**config.mk**
```make
export PLATFORM = sky130hd
export DESIGN_NAME = sensor_supply_fault_retry_core_flat
export DESIGN_NICKNAME = d
export VERILOG_FILES = /design/src/rtl/core/ssfr_pkg.sv /design/src/rtl/core/ssfr_if.sv /design/src/rtl/core/ssfr_cfg.sv /design/src/rtl/core/ssfr_eval.sv /design/src/rtl/core/sensor_supply_fault_retry_core.sv /design/src/flat_wrapper.sv
export SDC_FILE = /design/constraint.sdc
export NUM_CORES = 1
export LEC_CHECK = 0
export BUFFER_PORTS_ARGS = -buffer_cell sky130_fd_sc_hd__buf_2
export CORE_MARGIN = 1
export CORE_UTILIZATION = 55
export CTS_CLUSTER_DIAMETER = 50
export CTS_CLUSTER_SIZE = 14
export DETAILED_ROUTE_END_ITERATION = 10
export PLACE_DENSITY_LB_ADDON = 0.3
export SYNTH_ARGS = -nofsm -noshare
export SYNTH_HDL_FRONTEND = slang
export SYNTH_SLANG_ARGS = --single-unit
```
**constraint.sdc**
```tcl
create_clock -name clk -period 5.5 [get_ports clk]
set_input_delay 0.55 -clock clk [delete_from_list [all_inputs] [get_ports clk]]
set_output_delay 0.55 -clock clk [all_outputs]
set_load 0.05 [all_outputs]
```
**src/rtl/core/ssfr_pkg.sv**
```systemverilog
// Shared types and constants for the sensor supply fault retry block.
`default_nettype none
package ssfr_pkg;

	localparam int CHANNELS = 8;
	localparam int CH_W     = 3;
	localparam int MASK_W   = 8;
	localparam int MV_W     = 16;
	localparam int CNT_W    = 8;
	localparam int REG_IDX_W = 2;
	localparam int REG_DATA_W = 16;

	localparam logic [MASK_W-1:0] DISABLE_RST = 8'h00;
	localparam logic [MV_W-1:0]   MIN_DIFF_RST = 16'h0000;
	localparam logic [CNT_W-1:0]  OFF_WAIT_RST = 8'd55;
	localparam logic [CNT_W-1:0]  PROBE_WAIT_RST = 8'd5;
	localparam logic [MASK_W-1:0] OFF_RST   = 8'hFF;
	localparam logic [MASK_W-1:0] FAULT_RST = 8'hFF;
	localparam int CNT_RST_OFS = 2;

	typedef enum logic [REG_IDX_W-1:0] {
		REG_DISABLE_MASK = 2'd0,
		REG_MIN_DIFF     = 2'd1,
		REG_OFF_WAIT     = 2'd2,
		REG_PROBE_WAIT   = 2'd3
	} reg_idx_t;

	typedef struct packed {
		logic [MASK_W-1:0]      disable_mask;
		logic signed [MV_W-1:0] min_diff;
		logic [CNT_W-1:0]       off_wait;
		logic [CNT_W-1:0]       probe_wait;
	} cfg_t;

	typedef struct packed {
		logic [CH_W-1:0] channel;
		logic [MV_W-1:0] pos_mv;
		logic [MV_W-1:0] neg_mv;
		logic [MV_W-1:0] supply_mv;
	} meas_t;

	typedef struct packed {
		logic              cnt_we;
		logic [CNT_W-1:0]  cnt_nxt;
		logic [MASK_W-1:0] off_nxt;
		logic [MASK_W-1:0] fault_nxt;
	} upd_t;

	typedef struct packed {
		logic [CH_W-1:0]   out_channel;
		logic              channel_on;
		logic              channel_fault;
		logic [MASK_W-1:0] drive_mask;
		logic [MASK_W-1:0] fault_mask;
	} res_t;

endpackage
`default_nettype wire

```
**src/rtl/core/ssfr_if.sv**
```systemverilog
// Valid/ready channel interfaces for measurements and results.
`default_nettype none
interface ssfr_meas_if import ssfr_pkg::*; ();
	logic            valid;
	logic            ready;
	logic [CH_W-1:0] channel;
	logic [MV_W-1:0] pos_mv;
	logic [MV_W-1:0] neg_mv;
	logic [MV_W-1:0] supply_mv;

	modport source (output valid, output channel, output pos_mv, output neg_mv,
		output supply_mv, input ready);
	modport sink (input valid, input channel, input pos_mv, input neg_mv,
		input supply_mv, output ready);
endinterface

interface ssfr_res_if import ssfr_pkg::*; ();
	logic              valid;
	logic              ready;
	logic [CH_W-1:0]   out_channel;
	logic              channel_on;
	logic              channel_fault;
	logic [MASK_W-1:0] drive_mask;
	logic [MASK_W-1:0] fault_mask;

	modport source (output valid, output out_channel, output channel_on,
		output channel_fault, output drive_mask, output fault_mask, input ready);
	modport sink (input valid, input out_channel, input channel_on,
		input channel_fault, input drive_mask, input fault_mask, output ready);
endinterface
`default_nettype wire

```
**src/rtl/core/ssfr_cfg.sv**
```systemverilog
// Configuration register file with plain write port.
`default_nettype none
module ssfr_cfg import ssfr_pkg::*; (
	input  wire logic                  clk,
	input  wire logic                  arst_n,
	input  wire logic                  wr_en,
	input  wire logic [REG_IDX_W-1:0]  wr_index,
	input  wire logic [REG_DATA_W-1:0] wr_data,
	output cfg_t                       cfg
);

	cfg_t cfg_q;

	always_ff @(posedge clk or negedge arst_n) begin
		if (!arst_n) begin
			cfg_q.disable_mask <= DISABLE_RST;
			cfg_q.min_diff     <= MIN_DIFF_RST;
			cfg_q.off_wait     <= OFF_WAIT_RST;
			cfg_q.probe_wait   <= PROBE_WAIT_RST;
		end else if (wr_en) begin
			case (wr_index)
				REG_DISABLE_MASK: cfg_q.disable_mask <= wr_data[MASK_W-1:0];
				REG_MIN_DIFF:     cfg_q.min_diff     <= wr_data[MV_W-1:0];
				REG_OFF_WAIT:     cfg_q.off_wait     <= wr_data[CNT_W-1:0];
				REG_PROBE_WAIT:   cfg_q.probe_wait   <= wr_data[CNT_W-1:0];
				default: ;
			endcase
		end
	end

	assign cfg = cfg_q;

endmodule
`default_nettype wire

```
**src/rtl/core/ssfr_eval.sv**
```systemverilog
// Fault detection and hiccup retry decision for one channel measurement.
`default_nettype none
module ssfr_eval import ssfr_pkg::*; (
	input  meas_t                   meas,
	input  cfg_t                    cfg,
	input  wire logic [MASK_W-1:0]  off_cur,
	input  wire logic [MASK_W-1:0]  fault_cur,
	input  wire logic [CNT_W-1:0]   cnt_cur,
	output upd_t                    upd,
	output res_t                    res
);

	logic                ch_ok;
	logic [MASK_W-1:0]   bit_sel;
	logic [MV_W:0]       pos_x2;
	logic signed [MV_W:0] diff;
	logic                fault;

	always_comb begin
		ch_ok   = int'(meas.channel) < CHANNELS;
		bit_sel = MASK_W'(1) << meas.channel;
		pos_x2  = {meas.pos_mv, 1'b0};
		diff    = $signed({1'b0, meas.pos_mv}) - $signed({1'b0, meas.neg_mv});
		// pos < supply/2, or rail spread below the minimum
		fault   = (pos_x2 < {1'b0, meas.supply_mv}) ||
			(diff < $signed({cfg.min_diff[MV_W-1], cfg.min_diff}));

		upd.cnt_we    = 1'b0;
		upd.cnt_nxt   = cnt_cur;
		upd.off_nxt   = off_cur;
		upd.fault_nxt = fault_cur;

		if (ch_ok) begin
			upd.cnt_we = 1'b1;
			if (|(cfg.disable_mask & bit_sel)) begin
				upd.off_nxt   = off_cur | bit_sel;
				upd.fault_nxt = fault_cur | bit_sel;
				upd.cnt_nxt   = cfg.probe_wait;
			end else if (fault) begin
				if (cnt_cur == '0) begin
					if (!(|(off_cur & bit_sel))) begin
						upd.off_nxt   = off_cur | bit_sel;
						upd.fault_nxt = fault_cur | bit_sel;
						upd.cnt_nxt   = cfg.off_wait;
					end else begin
						// retry: switch back on, flag stays until a clean tick
						upd.off_nxt = off_cur & ~bit_sel;
						upd.cnt_nxt = cfg.probe_wait;
					end
				end else begin
					upd.cnt_nxt = cnt_cur - CNT_W'(1);
				end
			end else begin
				upd.cnt_nxt   = cfg.probe_wait;
				upd.fault_nxt = fault_cur & ~bit_sel;
			end
		end

		res.out_channel   = meas.channel;
		res.channel_on    = ch_ok && !(|(upd.off_nxt & bit_sel));
		res.channel_fault = ch_ok && (|(upd.fault_nxt & bit_sel));
		res.drive_mask    = ~upd.off_nxt;
		res.fault_mask    = upd.fault_nxt;
	end

endmodule
`default_nettype wire

```
**src/rtl/core/sensor_supply_fault_retry_core.sv**
```systemverilog
// A measurement transaction passes through the input register, then the result
// register, which holds the evaluated channel state and drives result valid.
// Throughput: one measurement per cycle unless result.ready stalls the output; channel
// state is updated as the result is registered, so the next item sees it with no bubble.
// Reset: all channels off and faulty, countdown of channel i is i+2, registers
// at their defaults (disable 0, min_diff 0, off_wait 55, probe_wait 5).
`default_nettype none
module sensor_supply_fault_retry_core import ssfr_pkg::*; (
	input  wire logic                  clk,
	input  wire logic                  arst_n,
	ssfr_meas_if.sink                  meas,
	ssfr_res_if.source                 result,
	input  wire logic                  wr_en,
	input  wire logic [REG_IDX_W-1:0]  wr_index,
	input  wire logic [REG_DATA_W-1:0] wr_data
);

	cfg_t              cfg;
	meas_t             meas_s1;
	logic              valid_s1;
	logic              out_valid_q;
	res_t              res_q;
	logic [MASK_W-1:0] off_q;
	logic [MASK_W-1:0] fault_q;
	logic [CNT_W-1:0]  cnt_q [MASK_W];
	upd_t              upd;
	res_t              res;
	logic              advance;
	logic              take;

	ssfr_cfg u_cfg (
		.clk      (clk),
		.arst_n   (arst_n),
		.wr_en    (wr_en),
		.wr_index (wr_index),
		.wr_data  (wr_data),
		.cfg      (cfg)
	);

	ssfr_eval u_eval (
		.meas      (meas_s1),
		.cfg       (cfg),
		.off_cur   (off_q),
		.fault_cur (fault_q),
		.cnt_cur   (cnt_q[meas_s1.channel]),
		.upd       (upd),
		.res       (res)
	);

	assign advance    = !out_valid_q || result.ready;
	assign meas.ready = !valid_s1 || advance;
	assign take       = meas.valid && meas.ready;

	always_ff @(posedge clk or negedge arst_n) begin
		if (!arst_n) begin
			valid_s1 <= 1'b0;
		end else if (meas.ready) begin
			valid_s1 <= meas.valid;
		end
	end

	always_ff @(posedge clk) begin
		if (take) begin
			meas_s1.channel   <= meas.channel;
			meas_s1.pos_mv    <= meas.pos_mv;
			meas_s1.neg_mv    <= meas.neg_mv;
			meas_s1.supply_mv <= meas.supply_mv;
		end
	end

	always_ff @(posedge clk or negedge arst_n) begin
		if (!arst_n) begin
			off_q   <= OFF_RST;
			fault_q <= FAULT_RST;
			for (int i = 0; i < MASK_W; i++) begin
				cnt_q[i] <= CNT_W'(i + CNT_RST_OFS);
			end
		end else if (valid_s1 && advance) begin
			off_q   <= upd.off_nxt;
			fault_q <= upd.fault_nxt;
			if (upd.cnt_we) begin
				cnt_q[meas_s1.channel] <= upd.cnt_nxt;
			end
		end
	end

	always_ff @(posedge clk or negedge arst_n) begin
		if (!arst_n) begin
			out_valid_q <= 1'b0;
		end else if (advance) begin
			out_valid_q <= valid_s1;
		end
	end

	always_ff @(posedge clk) begin
		if (valid_s1 && advance) begin
			res_q <= res;
		end
	end

	assign result.valid         = out_valid_q;
	assign result.out_channel   = res_q.out_channel;
	assign result.channel_on    = res_q.channel_on;
	assign result.channel_fault = res_q.channel_fault;
	assign result.drive_mask    = res_q.drive_mask;
	assign result.fault_mask    = res_q.fault_mask;

endmodule
`default_nettype wire
```
**src/flat_wrapper.sv**
```systemverilog
// flat-port wrapper written by rule: the top's interface ports become plain ports
module sensor_supply_fault_retry_core_flat import ssfr_pkg::*;
  (clk, arst_n, wr_en, wr_index, wr_data, meas_valid, meas_channel, meas_pos_mv, meas_neg_mv, meas_supply_mv, meas_ready, result_valid, result_out_channel, result_channel_on, result_channel_fault, result_drive_mask, result_fault_mask, result_ready);
  ssfr_meas_if meas_i ();
  ssfr_res_if result_i ();
  input  wire logic clk;
  input  wire logic arst_n;
  input  wire logic wr_en;
  input  wire logic [REG_IDX_W-1:0] wr_index;
  input  wire logic [REG_DATA_W-1:0] wr_data;
  input wire logic [$bits(meas_i.valid)-1:0] meas_valid;
  input wire logic [$bits(meas_i.channel)-1:0] meas_channel;
  input wire logic [$bits(meas_i.pos_mv)-1:0] meas_pos_mv;
  input wire logic [$bits(meas_i.neg_mv)-1:0] meas_neg_mv;
  input wire logic [$bits(meas_i.supply_mv)-1:0] meas_supply_mv;
  output wire logic [$bits(meas_i.ready)-1:0] meas_ready;
  output wire logic [$bits(result_i.valid)-1:0] result_valid;
  output wire logic [$bits(result_i.out_channel)-1:0] result_out_channel;
  output wire logic [$bits(result_i.channel_on)-1:0] result_channel_on;
  output wire logic [$bits(result_i.channel_fault)-1:0] result_channel_fault;
  output wire logic [$bits(result_i.drive_mask)-1:0] result_drive_mask;
  output wire logic [$bits(result_i.fault_mask)-1:0] result_fault_mask;
  input wire logic [$bits(result_i.ready)-1:0] result_ready;
  assign meas_i.valid = meas_valid;
  assign meas_i.channel = meas_channel;
  assign meas_i.pos_mv = meas_pos_mv;
  assign meas_i.neg_mv = meas_neg_mv;
  assign meas_i.supply_mv = meas_supply_mv;
  assign meas_ready = meas_i.ready;
  assign result_valid = result_i.valid;
  assign result_out_channel = result_i.out_channel;
  assign result_channel_on = result_i.channel_on;
  assign result_channel_fault = result_i.channel_fault;
  assign result_drive_mask = result_i.drive_mask;
  assign result_fault_mask = result_i.fault_mask;
  assign result_i.ready = result_ready;
  sensor_supply_fault_retry_core u_core (.clk(clk), .arst_n(arst_n), .meas(meas_i), .result(result_i), .wr_en(wr_en), .wr_index(wr_index), .wr_data(wr_data));
endmodule
```
==> run metrics, run 1 <==
routed length per instance=19.7 µm; Hold Crit Class=in2async; Area contributors post-synth=edfxtp_1 22%, dfrtp_1 21%, dfstp_2 9.7%; # clock sinks=194; Yosys top cell by area=edfxtp_1; vias=7370; Longest Clk Path Bufs=2; postcts setup bufs=0; remaining antenna violation count=0; initial antenna violation count=0; Mapped Cells=873; status=complete, no violations; pre-CTS setup slack=0.793 ns; setup ws final=0.692 ns; Synth cell types=71; Yosys warning count=0; Final Setup Violations=0; CP Class=reg2reg; CTS resizes=0; worst ir drop on vdd=333 µV; Initial Utilization=56.1%; Initial DRC Count=564; Total Routing Usage GR=27.5%; gr ovfl total=0; Routed WL=23900 µm; Max Cap Viol=0; Syn Area/Cell=11.5 µm²; vias in the first global route=7465; synthesized net count=996; clock-pin slew on the worst setup and hold paths=0.07 ns; diode count=0; top post-synthesis cells by count=108 x nand2_1, 85 x dfrtp_1, 72 x edfxtp_1; full die area=0.0188 mm²; flops & latches, synth=194; Synth async-reset ratio=62.9%; Die X-Extent=137 µm; total power=4.92 mW; Multi-input gate area=0.00437 mm²; Area Growth Syn to Fin=12.6%; Reg2Reg Capture Point=u_core.result.drive_mask[5]; Core Region=0.0179 mm²; Slew Limit Fails=0; row count=49; IO Pins=97; CTS tree=yes; htree depth=4; global-route wire length before repair=38600 µm; CP startpoint kind=flop; largest net degree at the start of global routing=67; clock latency on the worst-skew pair=0.44 ns; sequential-to-total area share from yosys stat=52.4%; Critical Path AT=5.11 ns; total leakage power=4.75 nW; R2R Path Start=u_core.meas_s1[16]; Die H=137 µm; Vias/cell=6.08; Worst Path Max Fanout=17; top-count cell post-synth=nand2_1; Pre-antenna DRT Iters=5; normalized max-slew margin=15.9%; final core utilization=63.2%; endpoint class of the critical path=flop; post-synth top area share=21.5%; WHS=0.142 ns; root buffer cell=clkbuf_16; Nets=1094; RePlAce Congestion=0.873; Final period util=87.4%; fmax=208 MHz; CTS Buf Count=17; Worst R2R Path Depth=18; Setup Skew=0.0109 ns; Post-synth EDFFs=72; port bufs=96; min Tclk post-route=4.81 ns; DRC viols=0; Most used DFF post-synth=dfrtp_1; setup TNS=0 ns; post-synthesis cell area=0.0100 mm²; slew at the pin closest to its max-slew limit=1.26 ns; Filler Cells Inserted=1386; storage element area=0.00526 mm²; Critical Path RT=5.80 ns; r2r setup slk=0.69 ns; DPL Wire Length=16900 µm; share of cells above drive strength 1=25.8%; Hold Vio Cnt, Final=0; CTS Hold Buffers Added=0; RSZ-0062 raised after global routing=no; Pwr per Cell Area=435 mW/mm²
## final cells by class
| class | count | area share (%) |
|---|---|---|
| tap | 229 | 2.53 |
| clock buffer | 17 | 3.76 |
| clock inverter | 15 | 1.33 |
| multi-input combinational | 586 | 38.7 |
| sequential | 194 | 46.5 |
| inverter | 65 | 2.16 |
| timing repair buffer | 107 | 5.00 |
## power breakdown
group / switching (mW) / internal (mW)
registers: 0.219 / 1.97
logic: 0.883 / 0.617
clock network: 0.590 / 0.638
## through the flow
step                area [µm²]  std cells
floorplan                10000        873
global placement         10700       1181
detailed placement       10700       1181
CTS                      11300       1213
global route             11300       1213
finish                   11300       1213
## registers in the layout (all words and copies together), names as in the netlist, 3 cells and up
register,cells
u_core.fault_q,8
u_core.result.fault_mask,8
u_core.result.drive_mask,8
u_core.result.out_channel,3
u_core.u_cfg.cfg,40
u_core.cnt_q,64
u_core.off_q,8
u_core.meas_s1,51
## how the worst max path moves through the flow
stage                            start                     endpoint  cells after the start
finish              u_core.meas_s1[16]  u_core.result.drive_mask[5]                     18
global route        u_core.meas_s1[17]  u_core.result.drive_mask[5]                     17
CTS                 u_core.meas_s1[16]  u_core.result.drive_mask[5]                     18
detailed placement  u_core.meas_s1[32]  u_core.result.drive_mask[4]                     19
global placement    u_core.meas_s1[32]  u_core.result.drive_mask[5]                     19
floorplan           u_core.meas_s1[34]  u_core.result.fault_mask[7]                     18
## cell families (layout without fill, tap and decap cells)
logic type | count (synthesis) | count (layout) | synth area share (%)
AO/OA/AOI/OAI | 214 | 214 | 15.2
XOR/XNOR | 15 | 15 | 1.31
adder cells (fa/ha/maj) | 49 | 49 | 6.18
buffers and inverters | 93 | 204 | 4.09
flip-flops | 194 | 194 | 52.4
multiplexers | 69 | 69 | 9.69
AND/OR/NAND/NOR | 239 | 239 | 11.1
## layer usage
metal	share of wire, %	global-route usage (%)	vias up
li1	-	-	3426
met1	43	37.6	3613
met2	48	42.7	280
met3	6.1	5.56	51
met4	2.7	11.2	0
met5	0	0	-
## layout by cell type (no fill, tap or decap), types with 11 or more instances in the layout
| cell type | Yosys | routed |
|---|---|---|
| dfstp_2 | 37 | 37 |
| o21ai_1 | 12 | 12 |
| nor3_1 | 11 | 11 |
| nor2_1 | 57 | 57 |
| nand2_1 | 108 | 108 |
| clkbuf_16 | 0 | 17 |
| o21ai_0 | 25 | 25 |
| nand3_1 | 16 | 16 |
| dfrtp_1 | 85 | 85 |
| buf_4 | 0 | 12 |
| a21oi_1 | 25 | 25 |
| mux2_2 | 47 | 47 |
| buf_2 | 4 | 95 |
| inv_1 | 64 | 64 |
| ha_1 | 48 | 48 |
| o2bb2ai_1 | 15 | 15 |
| mux4_2 | 14 | 14 |
| a41oi_1 | 17 | 17 |
| xnor2_1 | 13 | 13 |
| a22oi_1 | 12 | 12 |
| edfxtp_1 | 72 | 72 |
| o31ai_1 | 35 | 35 |
## critical path, stage by stage (launching register included)
cell,delay [ns]
edfxtp_1,0.37
ha_1,0.24
fa_1,0.40
nor2b_1,0.19
o31a_1,0.19
o211ai_1,0.11
a21oi_1,0.23
o31ai_1,0.15
o211ai_1,0.25
xor2_1,0.20
ha_1,0.27
a21o_1,0.16
a22oi_1,0.14
nand4b_1,0.13
o21bai_1,0.27
and2_1,0.29
buf_4,0.23
nor3_4,0.56
a32o_1,0.25
No activity file was read; power rests on OpenSTA's default activity.
==> inputs of run 2 (changes only) <==
RECOVER_POWER = 25   (was unset)
REMOVE_ABC_BUFFERS = 1   (was unset)
==> run metrics, run 2 (same netlist as run 1, synthesis figures left out) <==
slew at the pin closest to its max-slew limit=3.61 ns (was 1.26 ns); Pwr per Cell Area=436 mW/mm² (was 435 mW/mm²); endpoint class of the critical path=flop (unchanged); Hold Crit Class=in2reg (was in2async); Final Setup Violations=0 (unchanged); root buffer cell=clkbuf_16 (unchanged); Post-Place Cells=1180 (was 1181); most frequent cells in the layout=108 x nand2_1, 95 x buf_2, 85 x dfrtp_1 (unchanged); DRC viols=0 (unchanged); CTS Hold Buffers Added=0 (unchanged); Die X-Extent=137 µm (unchanged); DPL Wire Length=16300 µm (was 16900 µm); fmax=207 MHz (was 208 MHz); Die H=137 µm (unchanged); worst ir drop on vdd=258 µV (was 333 µV); Area Growth Syn to Fin=12.4% (was 12.6%); Vias/cell=6.13 (was 6.08); setup TNS=0 ns (unchanged); crit-path max cell delay=0.62 ns (was 0.56 ns); combinational group share of total power=30.5% (about the same); Finished Layout Cells=1212 (was 1213); RePlAce Congestion=0.921 (was 0.873); Total Routing Usage GR=26.6% (was 27.5%); setup ws final=0.677 ns (was 0.692 ns); vias in the first global route=7084 (was 7465); clock-pin slew on the worst setup and hold paths=0.08 ns (was 0.07 ns); power share of the clock group=25.0% (was 24.9%); # clock sinks=194 (unchanged); Initial Utilization=56.1% (unchanged); port bufs=96 (unchanged); Psw=1.69 mW (about the same); most flop-heavy register=u_core.cnt_q (unchanged); Pint=3.23 mW (about the same); row count=49 (unchanged); Final period util=87.7% (was 87.4%); Initial DRC Count=726 (was 564); initial antenna violation count=0 (unchanged); Critical Path AT=5.13 ns (was 5.11 ns); normalized max-slew margin=-141% (was 15.9%); gr ovfl total=0 (unchanged); switching part of the total=34.4% (about the same); pre-CTS setup slack=0.808 ns (was 0.793 ns); vias=7429 (was 7370); CTS tree=yes (unchanged); Critical Path RT=5.80 ns (about the same); delay-heaviest family, CP=compound AO/OA/AOI/OAI gates (unchanged); WP buf/inv=1 (unchanged); Core Region=0.0179 mm² (unchanged); CP startpoint kind=flop (unchanged); r2r setup slk=0.68 ns (was 0.69 ns); postcts setup bufs=0 (unchanged); sequential share of power=44.5% (was 44.6%); Worst Path Max Fanout=16 (was 17); CTS Buf Count=17 (unchanged); remaining antenna violation count=0 (unchanged); status=complete, but fails checks (was complete, no violations); clock latency on the worst-skew pair=0.45 ns (was 0.44 ns); Setup Skew=0.0144 ns (was 0.0109 ns); RSZ-0062 raised after global routing=no (unchanged); IO Pins=97 (unchanged); share of cells above drive strength 1=25.4% (was 25.8%); Longest Clk Path Bufs=2 (unchanged); Nets=1093 (was 1094); Max Cap Viol=1 (was 0); crit-path cells=inv_1 > ha_1 > fa_1 > nor2b_1 > o31a_1 > o211ai_1 > a21oi_1 > o31ai_1 > o211ai_1 > xor2_1 > ha_1 > a21o_1 > a22oi_1 > nand4b_1 > o21bai_1 > and2_1 > nor3_4 > a22o_1 (was ha_1 > fa_1 > nor2b_1 > o31a_1 > o211ai_1 > a21oi_1 > o31ai_1 > o211ai_1 > xor2_1 > ha_1 > a21o_1 > a22oi_1 > nand4b_1 > o21bai_1 > and2_1 > buf_4 > nor3_4 > a32o_1); flip-flop count of the largest register after layout=64 (unchanged); full die area=0.0188 mm² (unchanged); total power=4.93 mW (was 4.92 mW); min Tclk post-route=4.82 ns (was 4.81 ns); diode count=0 (unchanged); Slowest-stage cell, CP=nor3_4 (unchanged); routed length per instance=19.5 µm (was 19.7 µm); total leakage power=4.75 nW (about the same); CP Class=reg2reg (unchanged); htree depth=4 (unchanged); failing checks=max-capacitance violations, max-slew violations; Routed WL=23700 µm (was 23900 µm); Pre-antenna DRT Iters=6 (was 5); Hold Vio Cnt, Final=0 (unchanged); Filler Cells Inserted=1420 (was 1386); Slew Limit Fails=69 (was 0); global-route wire length before repair=37200 µm (was 38600 µm); largest net degree at the start of global routing=69 (was 67); CTS resizes=0 (unchanged); commonest non-fill, non-tap cell in the layout=nand2_1 (unchanged)
run 2: cell types whose count changed in the layout (fill, tap and decap cells not counted), sizes merged:
cell | previous run | this run
buf | 107 | 105
clkinv | 2 | 3
clkinvlp | 6 | 3
clkbuf | 17 | 19
inv | 71 | 72
run 2: power groups by stage:
stage               Combinational (mW)  Clock [mW]  Sequential [mW]
global placement                  1.44           0             2.20
CTS                               1.50        1.24             2.19
global route                      1.66        1.29             2.24
finish                            1.50        1.23             2.19
detailed placement                1.48           0             2.21
floorplan                         1.03           0             2.24
run 2: worst reg2reg max path, cell delays in order, from the launching register on:
cell,delay [ns]
edfxtp_1,0.41
inv_1,0.08
ha_1,0.17
fa_1,0.21
nor2b_1,0.07
o31a_1,0.27
o211ai_1,0.25
a21oi_1,0.15
o31ai_1,0.42
o211ai_1,0.21
xor2_1,0.17
ha_1,0.30
a21o_1,0.18
a22oi_1,0.15
nand4b_1,0.14
o21bai_1,0.26
and2_1,0.36
nor3_4,0.62
a22o_1,0.26
run 2: area by class of cell:
cell class | instances | area [µm²] | share of cell area (%)
clock buffer | 18 | 429 | 3.80
timing repair buffer | 106 | 554 | 4.91
tap | 229 | 287 | 2.54
inverter | 65 | 244 | 2.16
sequential | 194 | 5260 | 46.6
multi-input combinational | 586 | 4370 | 38.7
clock inverter | 14 | 145 | 1.29
run 2: stage by stage:
stage	utilization (%)	hold slack, ns	cell area, µm²
after CTS	63.1	0.240	11300
after detailed placement	59.9	0.461	10700
after global routing	63.1	0.257	11300
final	63.1	0.272	11300
after global placement	59.9	0.455	10700
after floorplan	-	0.254	9880
run 2: layer usage:
layer,GRT usage (%),share of wire (%)
met3,7.19,8.1
met5,0,0
met1,36.0,43
met2,41.2,47
met4,9.10,1.6
run 2: worst paths after layout:
| check | start | cells past startpoint | endpoint |
|---|---|---|---|
| max | u_core.meas_s1[32] | 18 | u_core.result.drive_mask[2] |
| min | meas_supply_mv[10] | 1 | u_core.meas_s1[10] |
| max reg2reg | u_core.meas_s1[32] | 18 | u_core.result.drive_mask[2] |
| min reg2reg | u_core.cnt_q[4] | 2 | u_core.cnt_q[4] |
| max in group asynchronous | arst_n | 2 | u_core.cnt_q[40] |
| min in group asynchronous | arst_n | 1 | u_core.u_cfg.cfg[6] |
